[config.mk]
export PLATFORM = sky130hd
export DESIGN_NAME = adsr_envelope_scaler
export DESIGN_NICKNAME = d
export VERILOG_FILES = /design/src/rtl/adsr_pkg.sv /design/src/rtl/adsr_div.sv /design/src/rtl/adsr_dp.sv /design/src/rtl/adsr_ctrl.sv /design/src/rtl/adsr_envelope_scaler.sv
export SDC_FILE = /design/constraint.sdc
export NUM_CORES = 2
export LEC_CHECK = 0
export BUFFER_PORTS_ARGS = -buffer_cell sky130_fd_sc_hd__buf_2
export CAP_MARGIN = 40
export CORE_MARGIN = 2
export CORE_UTILIZATION = 60
export DETAILED_ROUTE_END_ITERATION = 8
export PLACE_DENSITY = 0.79
export RECOVER_POWER = 50
export SLEW_MARGIN = 15
export SYNTH_ARGS = -nofsm -noshare
export SYNTH_HDL_FRONTEND = slang
export SYNTH_SLANG_ARGS = --single-unit
[constraint.sdc]
create_clock -name aclk -period 12.87 [get_ports aclk]
set_input_delay 3.2175 -clock aclk [delete_from_list [all_inputs] [get_ports aclk]]
set_output_delay 3.2175 -clock aclk [all_outputs]
set_load 0.005 [all_outputs]
[src/rtl/adsr_pkg.sv]
`timescale 1ns / 1ps
// ----------------------------------------------------------------------------
// ADSR envelope scaler package
// Shared widths, register indexes, reset values and the command and status
// bundles between the controller and the datapath.
// ----------------------------------------------------------------------------
package adsr_pkg;

    // Field and counter widths
    localparam int COUNT_BITS    = 24;
    localparam int SAMPLE_BITS   = 16;
    localparam int GAIN_BITS     = 16;
    localparam int FRAC_BITS     = GAIN_BITS - 1;
    localparam int ACC_BITS      = SAMPLE_BITS + 2;
    localparam int NUM_BITS      = COUNT_BITS + GAIN_BITS;
    localparam int CMP_BITS      = COUNT_BITS + 2;
    localparam int DIV_CNT_BITS  = $clog2(GAIN_BITS + 1);
    localparam int CFG_IDX_BITS  = 3;
    localparam int CFG_DATA_BITS = COUNT_BITS;

    // Register indexes
    localparam logic [CFG_IDX_BITS-1:0] REG_ATTACK_LEN    = 3'd0;
    localparam logic [CFG_IDX_BITS-1:0] REG_DECAY_LEN     = 3'd1;
    localparam logic [CFG_IDX_BITS-1:0] REG_RELEASE_LEN   = 3'd2;
    localparam logic [CFG_IDX_BITS-1:0] REG_TOTAL_LEN     = 3'd3;
    localparam logic [CFG_IDX_BITS-1:0] REG_ATTACK_LEVEL  = 3'd4;
    localparam logic [CFG_IDX_BITS-1:0] REG_SUSTAIN_LEVEL = 3'd5;

    // Register reset values
    localparam logic [COUNT_BITS-1:0] RST_ATTACK_LEN    = 24'd800;
    localparam logic [COUNT_BITS-1:0] RST_DECAY_LEN     = 24'd800;
    localparam logic [COUNT_BITS-1:0] RST_RELEASE_LEN   = 24'd800;
    localparam logic [COUNT_BITS-1:0] RST_TOTAL_LEN     = 24'd8000;
    localparam logic [GAIN_BITS-1:0]  RST_ATTACK_LEVEL  = 16'd32768;
    localparam logic [GAIN_BITS-1:0]  RST_SUSTAIN_LEVEL = 16'd16384;

    // Controller to datapath
    typedef struct packed {
        logic load;    // capture sample and phase hits
        logic start;   // launch ramp multiply and divide
        logic scale;   // apply the current gain
        logic finish;  // deliver result, advance counter
        logic rel;     // release pass selected
    } cmd_t;

    // Datapath to controller
    typedef struct packed {
        logic need_main;  // attack, decay or sustain applies
        logic main_div;   // main phase gain is a ramp
        logic need_rel;   // release applies
        logic div_busy;   // divider running
        logic out_free;   // output register can take a result
    } status_t;

endpackage

[src/rtl/adsr_div.sv]
`timescale 1ns / 1ps
// ----------------------------------------------------------------------------
// ADSR ramp divider
// Restoring divider, one quotient bit per cycle. The caller guarantees the
// quotient fits GAIN_BITS, so the upper dividend part starts below divisor.
// ----------------------------------------------------------------------------
module adsr_div (
    input  logic                                aclk,
    input  logic                                aresetn,
    input  logic                                start,
    input  logic [adsr_pkg::NUM_BITS-1:0]       dividend,
    input  logic [adsr_pkg::COUNT_BITS-1:0]     divisor,
    output logic                                busy,
    output logic [adsr_pkg::GAIN_BITS-1:0]      quotient
);

    logic [adsr_pkg::COUNT_BITS-1:0]   rem_reg, rem_next;
    logic [adsr_pkg::COUNT_BITS-1:0]   den_reg;
    logic [adsr_pkg::GAIN_BITS-1:0]    num_reg, num_next;
    logic [adsr_pkg::DIV_CNT_BITS-1:0] cnt_reg;
    logic [adsr_pkg::COUNT_BITS:0]     trial;
    logic [adsr_pkg::COUNT_BITS:0]     diff;
    logic                              fits;

    // One restoring step: shift in the next dividend bit, subtract if it fits
    always_comb begin
        trial    = {rem_reg, num_reg[adsr_pkg::GAIN_BITS-1]};
        diff     = trial - {1'b0, den_reg};
        fits     = (trial >= {1'b0, den_reg});
        rem_next = fits ? diff[adsr_pkg::COUNT_BITS-1:0] : trial[adsr_pkg::COUNT_BITS-1:0];
        num_next = {num_reg[adsr_pkg::GAIN_BITS-2:0], fits};
    end

    // Step counter
    always_ff @(posedge aclk) begin
        if (!aresetn) begin
            cnt_reg <= '0;
        end else if (start) begin
            cnt_reg <= adsr_pkg::DIV_CNT_BITS'(adsr_pkg::GAIN_BITS);
        end else if (cnt_reg != '0) begin
            cnt_reg <= cnt_reg - 1'b1;
        end
    end

    // Remainder and dividend/quotient shift register
    always_ff @(posedge aclk) begin
        if (start) begin
            rem_reg <= dividend[adsr_pkg::NUM_BITS-1:adsr_pkg::GAIN_BITS];
            num_reg <= dividend[adsr_pkg::GAIN_BITS-1:0];
            den_reg <= divisor;
        end else if (cnt_reg != '0) begin
            rem_reg <= rem_next;
            num_reg <= num_next;
        end
    end

    assign busy     = (cnt_reg != '0);
    assign quotient = num_reg;

endmodule

[src/rtl/adsr_dp.sv]
`timescale 1ns / 1ps
// ----------------------------------------------------------------------------
// ADSR datapath
// Configuration registers, note counter, phase decode, ramp gain unit,
// Q1.15 scaling with truncation toward zero, saturation and output register.
// ----------------------------------------------------------------------------
module adsr_dp (
    input  logic                                  aclk,
    input  logic                                  aresetn,
    input  logic                                  cfg_we,
    input  logic [adsr_pkg::CFG_IDX_BITS-1:0]     cfg_idx,
    input  logic [adsr_pkg::CFG_DATA_BITS-1:0]    cfg_data,
    input  logic [adsr_pkg::SAMPLE_BITS-1:0]      s_tdata,
    input  logic                                  m_tready,
    input  adsr_pkg::cmd_t                        cmd,
    output adsr_pkg::status_t                     status,
    output logic                                  m_tvalid,
    output logic [adsr_pkg::SAMPLE_BITS-1:0]      m_tdata,
    output logic                                  m_tuser
);

    localparam logic signed [adsr_pkg::ACC_BITS-1:0] SAT_MAX =
        adsr_pkg::ACC_BITS'((1 << (adsr_pkg::SAMPLE_BITS - 1)) - 1);
    localparam logic signed [adsr_pkg::ACC_BITS-1:0] SAT_MIN =
        -SAT_MAX - adsr_pkg::ACC_BITS'(1);
    localparam int PROD_BITS = adsr_pkg::ACC_BITS + adsr_pkg::GAIN_BITS + 1;
    localparam logic signed [PROD_BITS-1:0] ROUND_BIAS =
        PROD_BITS'((1 << adsr_pkg::FRAC_BITS) - 1);

    // Configuration
    logic [adsr_pkg::COUNT_BITS-1:0] attack_len_reg, decay_len_reg;
    logic [adsr_pkg::COUNT_BITS-1:0] release_len_reg, total_len_reg;
    logic [adsr_pkg::GAIN_BITS-1:0]  attack_level_reg, sustain_level_reg;

    // Item state
    logic [adsr_pkg::COUNT_BITS-1:0]      cnt_reg;
    logic signed [adsr_pkg::ACC_BITS-1:0] x_reg, x_next;
    logic att_reg, dec_reg, sus_reg, rel_reg;
    logic att_hit, dec_hit, sus_hit, rel_hit;

    // Output register
    logic                             out_valid_reg;
    logic [adsr_pkg::SAMPLE_BITS-1:0] out_data_reg;
    logic                             out_last_reg;

    // Phase decode
    logic [adsr_pkg::CMP_BITS-1:0] ie, ae, de, re, te, ad_end, tr_start;

    // Ramp gain
    logic [adsr_pkg::COUNT_BITS-1:0] op_a, den;
    logic [adsr_pkg::GAIN_BITS-1:0]  op_b, lvl_mag, quot, gain;
    logic [adsr_pkg::GAIN_BITS:0]    gain_sum;
    logic [adsr_pkg::NUM_BITS-1:0]   ramp_prod;
    logic                            lvl_up;
    logic                            div_busy;

    // Scaling and saturation
    logic signed [PROD_BITS-1:0]          sc_prod, sc_sum;
    logic signed [adsr_pkg::ACC_BITS-1:0] sat_val;
    logic                                 last;

    // Hold configuration, write on enable
    always_ff @(posedge aclk) begin
        if (!aresetn) begin
            attack_len_reg    <= adsr_pkg::RST_ATTACK_LEN;
            decay_len_reg     <= adsr_pkg::RST_DECAY_LEN;
            release_len_reg   <= adsr_pkg::RST_RELEASE_LEN;
            total_len_reg     <= adsr_pkg::RST_TOTAL_LEN;
            attack_level_reg  <= adsr_pkg::RST_ATTACK_LEVEL;
            sustain_level_reg <= adsr_pkg::RST_SUSTAIN_LEVEL;
        end else if (cfg_we) begin
            unique case (cfg_idx)
                adsr_pkg::REG_ATTACK_LEN:    attack_len_reg  <= cfg_data;
                adsr_pkg::REG_DECAY_LEN:     decay_len_reg   <= cfg_data;
                adsr_pkg::REG_RELEASE_LEN:   release_len_reg <= cfg_data;
                adsr_pkg::REG_TOTAL_LEN:     total_len_reg   <= cfg_data;
                adsr_pkg::REG_ATTACK_LEVEL:
                    attack_level_reg  <= cfg_data[adsr_pkg::GAIN_BITS-1:0];
                adsr_pkg::REG_SUSTAIN_LEVEL:
                    sustain_level_reg <= cfg_data[adsr_pkg::GAIN_BITS-1:0];
                default: ;
            endcase
        end
    end

    // Decode which phase windows hold the current counter value
    always_comb begin
        ie       = {2'b00, cnt_reg};
        ae       = {2'b00, attack_len_reg};
        de       = {2'b00, decay_len_reg};
        re       = {2'b00, release_len_reg};
        te       = {2'b00, total_len_reg};
        ad_end   = ae + de;
        tr_start = te - re;
        att_hit  = (attack_len_reg != '0) && (ie <= ae);
        dec_hit  = (decay_len_reg != '0) && (ie > ae) && (ie <= ad_end);
        sus_hit  = (ie > ad_end) && ($signed(ie) <= $signed(tr_start));
        rel_hit  = (release_len_reg != '0) && ($signed(ie) > $signed(tr_start))
                   && (ie <= te);
    end

    // Capture sample and phase hits on input transfer
    always_ff @(posedge aclk) begin
        if (cmd.load) begin
            x_reg   <= adsr_pkg::ACC_BITS'($signed(s_tdata));
            att_reg <= att_hit;
            dec_reg <= dec_hit;
            sus_reg <= sus_hit;
            rel_reg <= rel_hit;
        end else if (cmd.scale) begin
            x_reg   <= x_next;
        end
    end

    // Select ramp operands: numerator factors and length
    always_comb begin
        lvl_up  = (sustain_level_reg > attack_level_reg);
        lvl_mag = lvl_up ? (sustain_level_reg - attack_level_reg)
                         : (attack_level_reg - sustain_level_reg);
        priority if (cmd.rel) begin
            op_a = total_len_reg - cnt_reg;
            op_b = sustain_level_reg;
            den  = release_len_reg;
        end else if (att_reg) begin
            op_a = cnt_reg;
            op_b = attack_level_reg;
            den  = attack_len_reg;
        end else begin
            op_a = cnt_reg - attack_len_reg;
            op_b = lvl_mag;
            den  = decay_len_reg;
        end
        ramp_prod = adsr_pkg::NUM_BITS'(op_a) * adsr_pkg::NUM_BITS'(op_b);
    end

    adsr_div u_div (
        .aclk     (aclk),
        .aresetn  (aresetn),
        .start    (cmd.start),
        .dividend (ramp_prod),
        .divisor  (den),
        .busy     (div_busy),
        .quotient (quot)
    );

    // Gain of the active pass
    always_comb begin
        priority if (cmd.rel || att_reg) begin
            gain_sum = {1'b0, quot};
        end else if (dec_reg) begin
            gain_sum = lvl_up ? ({1'b0, attack_level_reg} + {1'b0, quot})
                              : ({1'b0, attack_level_reg} - {1'b0, quot});
        end else begin
            gain_sum = {1'b0, sustain_level_reg};
        end
        gain = gain_sum[adsr_pkg::GAIN_BITS-1:0];
    end

    // Scale by Q1.15 gain, truncating toward zero
    always_comb begin
        sc_prod = PROD_BITS'(x_reg) * PROD_BITS'($signed({1'b0, gain}));
        sc_sum  = sc_prod[PROD_BITS-1] ? (sc_prod + ROUND_BIAS) : sc_prod;
        x_next  = sc_sum[adsr_pkg::FRAC_BITS +: adsr_pkg::ACC_BITS];
    end

    // Saturate and detect note end
    always_comb begin
        priority if (x_reg > SAT_MAX) begin
            sat_val = SAT_MAX;
        end else if (x_reg < SAT_MIN) begin
            sat_val = SAT_MIN;
        end else begin
            sat_val = x_reg;
        end
        last = (({1'b0, cnt_reg} + 1'b1) >= {1'b0, total_len_reg});
    end

    // Advance note counter on finish
    always_ff @(posedge aclk) begin
        if (!aresetn) begin
            cnt_reg <= '0;
        end else if (cmd.finish) begin
            cnt_reg <= last ? '0 : (cnt_reg + 1'b1);
        end
    end

    // Output register: load on finish, drop on transfer
    always_ff @(posedge aclk) begin
        if (!aresetn) begin
            out_valid_reg <= 1'b0;
        end else if (cmd.finish) begin
            out_valid_reg <= 1'b1;
        end else if (m_tready) begin
            out_valid_reg <= 1'b0;
        end
    end

    always_ff @(posedge aclk) begin
        if (cmd.finish) begin
            out_data_reg <= sat_val[adsr_pkg::SAMPLE_BITS-1:0];
            out_last_reg <= last;
        end
    end

    assign m_tvalid = out_valid_reg;
    assign m_tdata  = out_data_reg;
    assign m_tuser  = out_last_reg;

    assign status.need_main = att_reg | dec_reg | sus_reg;
    assign status.main_div  = att_reg | dec_reg;
    assign status.need_rel  = rel_reg;
    assign status.div_busy  = div_busy;
    assign status.out_free  = ~out_valid_reg | m_tready;

endmodule

[src/rtl/adsr_ctrl.sv]
`timescale 1ns / 1ps
// ----------------------------------------------------------------------------
// ADSR controller
// Sequences one sample: main phase gain pass, release gain pass, delivery.
// ----------------------------------------------------------------------------
module adsr_ctrl (
    input  logic               aclk,
    input  logic               aresetn,
    input  logic               s_tvalid,
    output logic               s_tready,
    input  adsr_pkg::status_t  status,
    output adsr_pkg::cmd_t     cmd
);

    localparam logic [2:0] ST_IDLE  = 3'd0;
    localparam logic [2:0] ST_SEL   = 3'd1;
    localparam logic [2:0] ST_START = 3'd2;
    localparam logic [2:0] ST_DIV   = 3'd3;
    localparam logic [2:0] ST_SCALE = 3'd4;
    localparam logic [2:0] ST_DONE  = 3'd5;

    logic [2:0] state_reg, state_next;
    logic       pass_reg, pass_next;

    // Next state
    always_comb begin
        state_next = state_reg;
        pass_next  = pass_reg;
        unique case (state_reg)
            ST_IDLE: begin
                if (s_tvalid) begin
                    state_next = ST_SEL;
                    pass_next  = 1'b0;
                end
            end
            ST_SEL: begin
                if (!pass_reg) begin
                    if (status.need_main) begin
                        state_next = status.main_div ? ST_START : ST_SCALE;
                    end else begin
                        pass_next = 1'b1;
                    end
                end else begin
                    state_next = status.need_rel ? ST_START : ST_DONE;
                end
            end
            ST_START: begin
                state_next = ST_DIV;
            end
            ST_DIV: begin
                if (!status.div_busy) begin
                    state_next = ST_SCALE;
                end
            end
            ST_SCALE: begin
                if (!pass_reg) begin
                    pass_next  = 1'b1;
                    state_next = ST_SEL;
                end else begin
                    state_next = ST_DONE;
                end
            end
            ST_DONE: begin
                if (status.out_free) begin
                    state_next = ST_IDLE;
                end
            end
            default: begin
                state_next = ST_IDLE;
            end
        endcase
    end

    always_ff @(posedge aclk) begin
        if (!aresetn) begin
            state_reg <= ST_IDLE;
            pass_reg  <= 1'b0;
        end else begin
            state_reg <= state_next;
            pass_reg  <= pass_next;
        end
    end

    // Commands
    assign s_tready   = (state_reg == ST_IDLE);
    assign cmd.load   = (state_reg == ST_IDLE) && s_tvalid;
    assign cmd.start  = (state_reg == ST_START);
    assign cmd.scale  = (state_reg == ST_SCALE);
    assign cmd.finish = (state_reg == ST_DONE) && status.out_free;
    assign cmd.rel    = pass_reg;

`ifndef SYNTH
    // Never overwrite a result that has not been transferred
    a_finish_free: assert property (@(posedge aclk) disable iff (!aresetn)
        cmd.finish |-> status.out_free)
        else $error("result loaded while output register busy");

    // A new sample always begins with the main phase pass
    a_load_pass: assert property (@(posedge aclk) disable iff (!aresetn)
        cmd.load |=> (state_reg == ST_SEL) && !pass_reg)
        else $error("sample did not start in main pass");

    // Divider runs right after it is launched
    a_div_runs: assert property (@(posedge aclk) disable iff (!aresetn)
        cmd.start |=> status.div_busy)
        else $error("divider idle after launch");

    // Release scaling completes the sample
    a_rel_done: assert property (@(posedge aclk) disable iff (!aresetn)
        (cmd.scale && pass_reg) |=> (state_reg == ST_DONE))
        else $error("release pass did not lead to delivery");
`endif

endmodule

[src/rtl/adsr_envelope_scaler.sv]
`timescale 1ns / 1ps
// Samples are processed one at a time: a new input is accepted only after the
//   previous result is loaded into the output register; each ramp gain (attack,
//   decay, release) uses a 16-step restoring divider, at most twice per sample.
// A finished result waits in the output register while the next sample runs.
// Reset (aresetn low, synchronous): counter to 0, registers to defaults,
//   output register empty.
// ----------------------------------------------------------------------------
// ADSR envelope scaler
// Multiplies a stream of signed samples by an attack-decay-sustain-release
// envelope indexed by a wrapping per-note sample counter.
// ----------------------------------------------------------------------------
module adsr_envelope_scaler (
    input  logic                                aclk,
    input  logic                                aresetn,
    // Configuration write port
    input  logic                                cfg_we,
    input  logic [adsr_pkg::CFG_IDX_BITS-1:0]   cfg_idx,
    input  logic [adsr_pkg::CFG_DATA_BITS-1:0]  cfg_data,
    // Input stream
    input  logic                                s_tvalid,
    output logic                                s_tready,
    input  logic [adsr_pkg::SAMPLE_BITS-1:0]    s_tdata,   // [15:0] sample_in
    // Result stream
    output logic                                m_tvalid,
    input  logic                                m_tready,
    output logic [adsr_pkg::SAMPLE_BITS-1:0]    m_tdata,   // [15:0] sample_out
    output logic                                m_tuser    // [0] note_end
);

    adsr_pkg::cmd_t    cmd;
    adsr_pkg::status_t status;

    adsr_ctrl u_ctrl (
        .aclk     (aclk),
        .aresetn  (aresetn),
        .s_tvalid (s_tvalid),
        .s_tready (s_tready),
        .status   (status),
        .cmd      (cmd)
    );

    adsr_dp u_dp (
        .aclk     (aclk),
        .aresetn  (aresetn),
        .cfg_we   (cfg_we),
        .cfg_idx  (cfg_idx),
        .cfg_data (cfg_data),
        .s_tdata  (s_tdata),
        .m_tready (m_tready),
        .cmd      (cmd),
        .status   (status),
        .m_tvalid (m_tvalid),
        .m_tdata  (m_tdata),
        .m_tuser  (m_tuser)
    );

endmodule

Yosys cells after proc, flatten, opt, wreduce, memory -nomap -nowiden
Index checks and enable logic that the tools add are counted.

storage, ports and cells
  bits in registers = 265
  latch bits = 0
  bits in writable memories = 0
  memory bits (read-only) = 0
  memories = 0

cells by class
  $add $sub $neg = 13
  multiply operators = 2
  divide/modulo/power cells = 0
  magnitude comparators = 12
  eq/ne operators = 14
  shift-type cells = 0
  multiplexer cells = 37
  bitwise operators = 5
  reductions and logical operators = 28

operator list
  kind                                                   count
  2-to-1 mux 24 bit                                      8
  2-to-1 mux 16 bit                                      9
  nonzero test 24 bit                                    3
  subtractor 24 bit                                      3
  >= comparator 25 x 24 -> 1 bit                         2
  <= comparator 24 bit                                   2
  subtractor 16 bit                                      3
  multiplier 24 x 16 -> 40 bit                           1
  2-to-1 mux 18 bit                                      2
  multiplier 18 x 17 -> 35 bit                           1
  adder 33 x 16 -> 33 bit (second input constant)        1
  2-to-1 mux 33 bit                                      1
  > comparator 24 x 26 -> 1 bit                          1
  > comparator 25 x 26 -> 1 bit                          1
  <= comparator 24 x 26 -> 1 bit                         1
  <= comparator 25 x 26 -> 1 bit                         1
  adder 24 x 1 -> 25 bit (second input constant)         1
  adder 24 x 24 -> 25 bit                                1
  subtractor 24 x 24 -> 25 bit                           1
  adder 24 x 1 -> 24 bit (second input constant)         1
  > comparator 24 bit                                    1
  2-to-1 mux 3 bit                                       8
  > comparator 18 x 16 -> 1 bit (second input constant)  1
  < comparator 18 x 16 -> 1 bit (second input constant)  1
  other kinds (24)                                       56

Logic depth before layout (Yosys ltp)
  word-level depth = 9
  mapped depth = 53
  depth with buffers taken out = 47

By module
Synthesis repeated with hierarchy kept, for this count alone.

second synthesis, totals
  cell total of the unflattened synthesis = 5542
  area, all modules = 46269.4 µm²

by module, submodules not included
  module     instances  cells each  area an instance (µm²)  seq. area each (µm²)
  adsr_dp    1          5104        41627.4                 4234.1
  adsr_div   1          391         4272.8                  2021.9
  adsr_ctrl  1          47          369.1                   80.1

Worst setup path before layout
No wires, ideal clock.

  path kind = reg2reg
  start point = register u_dp.attack_level_reg[1] (netlist bit)
  end point = register u_dp.x_reg[17] (netlist bit), data pin
  library setup time = 266 ps
  arrival = 11650 ps
  path slack = 955 ps
  cell stages (with the launch flop) = 47
  path buffers = 6
  period minus slack after synthesis = 11915 ps
  cells stage by stage = dfxtp_1 > inv_1 > fa_1 > a211oi_1 > o21ai_0 > a31oi_1 > nor3_1 > o21ai_1 > buf_2 > buf_1 > buf_2 > buf_1 > mux2i_1 > fa_1 > a21o_1 > a21oi_1 > o21bai_1 > a21o_1 > (+11 left out) > fa_1 > fa_1 > fa_1 > inv_1 > fa_1 > inv_1 > ha_1 > buf_2 > nand3_1 > or4_4 > a211oi_2 > a311oi_1 > or4_4 > or3_4 > nor4_4 > nand4_1 > xnor2_1 > a21oi_1

between the ends
  longest elaborated chain between the ends = 9
  elaborated cells on any way between the ends = 11
  classes of those cells = 3 x add/sub; 1 x mul; 1 x order compare; 6 x mux

ends and longest elaborated chain
  what                                       line            text
  from (decl)                                adsr_dp.sv:33   logic [adsr_pkg::GAIN_BITS-1:0] attack_level_reg, sustain_level_reg;
  from (signal assigned)                     adsr_dp.sv:69   attack_level_reg <= adsr_pkg::RST_ATTACK_LEVEL;
  from (signal assigned)                     adsr_dp.sv:78   attack_level_reg <= cfg_data[adsr_pkg::GAIN_BITS-1:0];
  subtractor 16 bit (tied with other cells)  adsr_dp.sv:152  : ({1'b0, attack_level_reg} - {1'b0, quot});
  2-to-1 mux 16 bit (*)                      adsr_dp.sv:151  gain_sum = lvl_up ? ({1'b0, attack_level_reg} + {1'b0, quot})
  2-to-1 mux 16 bit (*)                      adsr_dp.sv:150  end else if (dec_reg) begin
  2-to-1 mux 16 bit (*)                      adsr_dp.sv:148  priority if (cmd.rel || att_reg) begin
  multiplier 18 x 17 -> 35 bit (*)           adsr_dp.sv:161  sc_prod = PROD_BITS'(x_reg) * PROD_BITS'($signed({1'b0, gain}));
  adder 33 x 16 -> 33 bit                    adsr_dp.sv:162  sc_sum = sc_prod[PROD_BITS-1] ? (sc_prod + ROUND_BIAS) : sc_prod;
  2-to-1 mux 33 bit (*)                      adsr_dp.sv:162
  2-to-1 mux 18 bit (*)                      adsr_dp.sv:110  end else if (cmd.scale) begin
  2-to-1 mux 18 bit (*)                      adsr_dp.sv:104  if (cmd.load) begin
  to (signal assigned)                       adsr_dp.sv:105  x_reg <= adsr_pkg::ACC_BITS'($signed(s_tdata));
  to (signal assigned)                       adsr_dp.sv:111  x_reg <= x_next;
  to (decl)                                  adsr_dp.sv:37   logic signed [adsr_pkg::ACC_BITS-1:0] x_reg, x_next;

Every way passes the cells marked *; elsewhere a longest branch is shown, timed or not. The select of a mux whose other input is x is not followed.
A chain may end at the register's enable or synchronous reset.

Worst setup path after layout
Same ends and word-level chain as after synthesis.

==> impl_metrics.csv <==
group,metric,value,unit
synth,netlist-cell-type-count,83,
clock_tree,cts_sinks,265,
setup_path,worst-r2r-setup-slack,0.80,ns
sta,final.setup.tns,0,ns
synth,portion_of_the_post_synthesis_area_used_by_sequential_elements,14.0,%
synth,synth_top_area_cell,"fa_1",
sta,grt_setup_unrepaired,"no",
cells_and_area,layout_cell_share_with_drive_strength_beyond_1,5.32,%
floorplanning,die_width,278,microns
flow_run,max-cap-violations,8,
synth,synthesis.nets,6596,
synth,post_synth_inst_count,5498,
clock_tree,clk_path_buf_depth,3,
floorplanning,floorplan.die.height,278,microns
clock_tree,tritoncts,"done",
floorplanning,initial_utilization,60.6,%
setup_path,critical_path_arrival,12.38,ns
sta,post_route_clock_period_utilization,93.8,%
detailed_routing,average_wire_per_cell_in_the_routed_design,20.5,microns
setup_path,crit_start,"u_dp.attack_level_reg[1]",
synth,cell_types_with_the_largest_area_share_after_synthesis,"fa_1 27%, ha_1 12%, nand2_1 7.5%",
cells_and_area,layout.nets,6578,
synth,async_reset_ff_share,0,%
sta,timing_worst_slew_pin_value,2.87,ns
setup_path,path_max_fanout,16,
setup_path,kind_of_launch_point_of_the_worst_setup_path,"register",
floorplanning,io_pins,67,
detailed_routing,drc,0,
place,place_hpwl,105000,microns
detailed_routing,total_number_of_vias,38500,
setup_path,cp_slowest_cell,"a21oi_1",
grt,globalRouteTotalUtil,34.9,%
setup_path,timing.reg2reg.worst_path_depth,41,
sta,clock.fmax,0.0828,GHz
detailed_routing,drt_first_iter_violations,3983,
sta,hold_violations,0,
synth,synth_top_area_share,26.9,%
hold_path,min-delay-start,"u_dp.sustain_level_reg[9]",
sta,max-slew-margin-rel,-91.5,%
synth,synthFlopType,"dfxtp_1",
sta,layout_min_cycle_time,12.07,ns
synth,synth_area_per_cell,8.21,sq um
clock_tree,cts.repair_timing.setup_buffer_count,0,
detailed_routing,viasPerCell,5.95,
setup_path,worstSetupEndpointType,"register",
clock_tree,cts-root-buf,"clkbuf_16",
synth,yosysWarningCount,0,
place,portBuffers,66,
clock_tree,clk_latency,0.59,ns
synth,number_of_flops_mapped_to_enable_cells_by_yosys,103,
floorplanning,std_cell_rows,100,
place,gpl.final_weighted_congestion,1.02,
setup_path,critPathKind,"reg2reg",
grt,grt_pass1_wl,213000,microns
synth,synth-seq-cells,265,
setup_path,critPathRequiredTime,13.17,ns
cells_and_area,leading_cell_type_in_the_layout_fill_and_taps_excluded,"nand2_1",
floorplanning,design.die.area,77500,sq um
setup_path,most_used_cell_along_the_critical_path,"fa_1",
cells_and_area,final_cell_mix,"908 x nand2_1, 882 x inv_1, 607 x fa_1",
clock_tree,cts.htree.levels,2,
setup_path,worstReg2RegStart,"u_dp.attack_level_reg[1]",
setup_path,critical_path.endpoint,"u_dp.x_reg[17]",
sta,finalClockSkew,0.0361,ns
floorplanning,floorplan_core_area,74400,sq um
detailed_routing,drt_pre_antenna_iters,6,
setup_path,regToRegEndpoint,"u_dp.x_reg[17]",
clock_tree,tritoncts.num_buffers,35,
clock_tree,holdBufCountCts,0,
sta,max_slew_violation_total_from_the_final_report,350,
cells_and_area,areaGrowthSynthToFinish,6.58,%
grt,first_global_vias,38900,
outcome,failed_checks,"capacitance limit, slew limit",
grt,grt_overflow_total,0,
detailed_routing,wirelength,133000,microns
synth,netlist_area,45100,sq um
grt,number_of_antenna_violations_at_the_first_check_in_global_routing,1,
sta,number_of_setup_violations_in_the_final_report,0,
setup_path,cpPeakStageDelay,0.61,ns
grt,pin_count_of_the_biggest_net_entering_global_routing,65,
detailed_routing,antenna_left,0,
clock_tree,cts.clk_slew.worst_paths,0.07,ns
hold_path,hold_path.class,"reg2reg",
outcome,run_status,"finished, violations left",
==> how the worst min path moves through the flow <==
stage	to	slack [ns]	cells past startpoint
5_1_grt	u_dp.attack_level_reg[0]	0.49	2
2_1_floorplan	u_dp.attack_level_reg[0]	0.45	2
3_5_place_dp	u_dp.attack_level_reg[0]	0.47	2
4_1_cts	u_dp.attack_level_reg[0]	0.48	2
6_report	u_dp.sustain_level_reg[9]	0.48	2
3_3_place_gp	u_dp.attack_level_reg[0]	0.46	2
==> cell usage after synthesis, types with 6 or more instances <==
master / n
o21bai_1: 24
nand2b_1: 56
buf_2: 11
a21oi_1: 389
nor2_1: 255
nand2_1: 908
nor3_1: 68
and3_1: 22
o21ai_0: 169
xnor2_1: 164
a31oi_1: 19
o2111ai_1: 7
edfxtp_1: 103
inv_1: 883
fa_1: 607
a211oi_1: 53
o21a_1: 49
nor2b_1: 75
a211o_1: 10
clkbuf_1: 201
a21boi_0: 24
nand3_1: 87
mux2_2: 12
o211ai_1: 30
o21ai_1: 23
mux2i_1: 49
a221oi_1: 6
a31o_2: 6
and4_1: 7
dfxtp_1: 162
o31ai_1: 14
xor2_1: 72
ha_1: 443
or3_1: 15
nand3b_1: 7
a21o_1: 101
nand4_1: 44
or2_2: 10
buf_1: 14
o22ai_1: 6
and2_1: 188
nor4_1: 25
==> per-stage QoR <==
stage / instance area [sq um] / utilization, % / cells / hold WS (ns) / setup slack, ns
floorplan: 45100 / - / 5498 / 0.453 / 0.955
global placement: 46600 / 62.6 / 6385 / 0.465 / 1.05
detailed placement: 46800 / 62.9 / 6402 / 0.474 / 0.819
CTS: 48000 / 64.5 / 6465 / 0.482 / 0.761
global route: 48100 / 64.6 / 6475 / 0.493 / 0.0883
finish: 48100 / 64.6 / 6476 / 0.483 / 0.799
==> what timing repair did <==
item	in CTS	in global routing
endpoints found under the setup margin	0	2
endpoints found under the hold margin	0	0
gates resized for setup	0	1
==> worst max-delay path: cells and delay by family, from the launching register on <==
family                   cells  cell delay [ns]
XOR/XNOR                     2             0.36
multiplexers                 2             0.28
AND/OR/NAND/NOR              9             2.69
buffers and inverters        5             0.57
AO/OA/AOI/OAI               14             3.17
flip-flops                   1             0.50
adder cells (fa/ha/maj)      9             4.25
==> routing by layer <==
layer	part of all wire, %	GRT usage [%]	wire length (microns)
met1	41	47.6	54000
met2	45	55.0	59300
met3	10	7.19	13600
met4	4.4	13.4	5820
met5	0	0	0
==> area by class of cell <==
| class | instances | area, sq um |
|---|---|---|
| inverter | 884 | 3320 |
| clock inverter | 17 | 240 |
| sequential | 265 | 6340 |
| multi-input combinational | 4119 | 34800 |
| tap | 969 | 1210 |
| antenna | 1 | 2.50 |
| clock buffer | 46 | 977 |
| fill | 6194 | 26300 |
| timing repair buffer | 175 | 1240 |
==> cells by family after synthesis <==
family                   after synthesis  synth area share [%]
flip-flops                           265                  14.0
adder cells (fa/ha/maj)             1050                  39.2
AND/OR/NAND/NOR                     1789                  18.1
multiplexers                          62                  1.41
AO/OA/AOI/OAI                        982                  13.4
buffers and inverters               1114                  9.30
XOR/XNOR                             236                  4.58
Power is not shown: default switching activity piles up to over one toggle a cycle in this logic, so the estimate is an artifact.
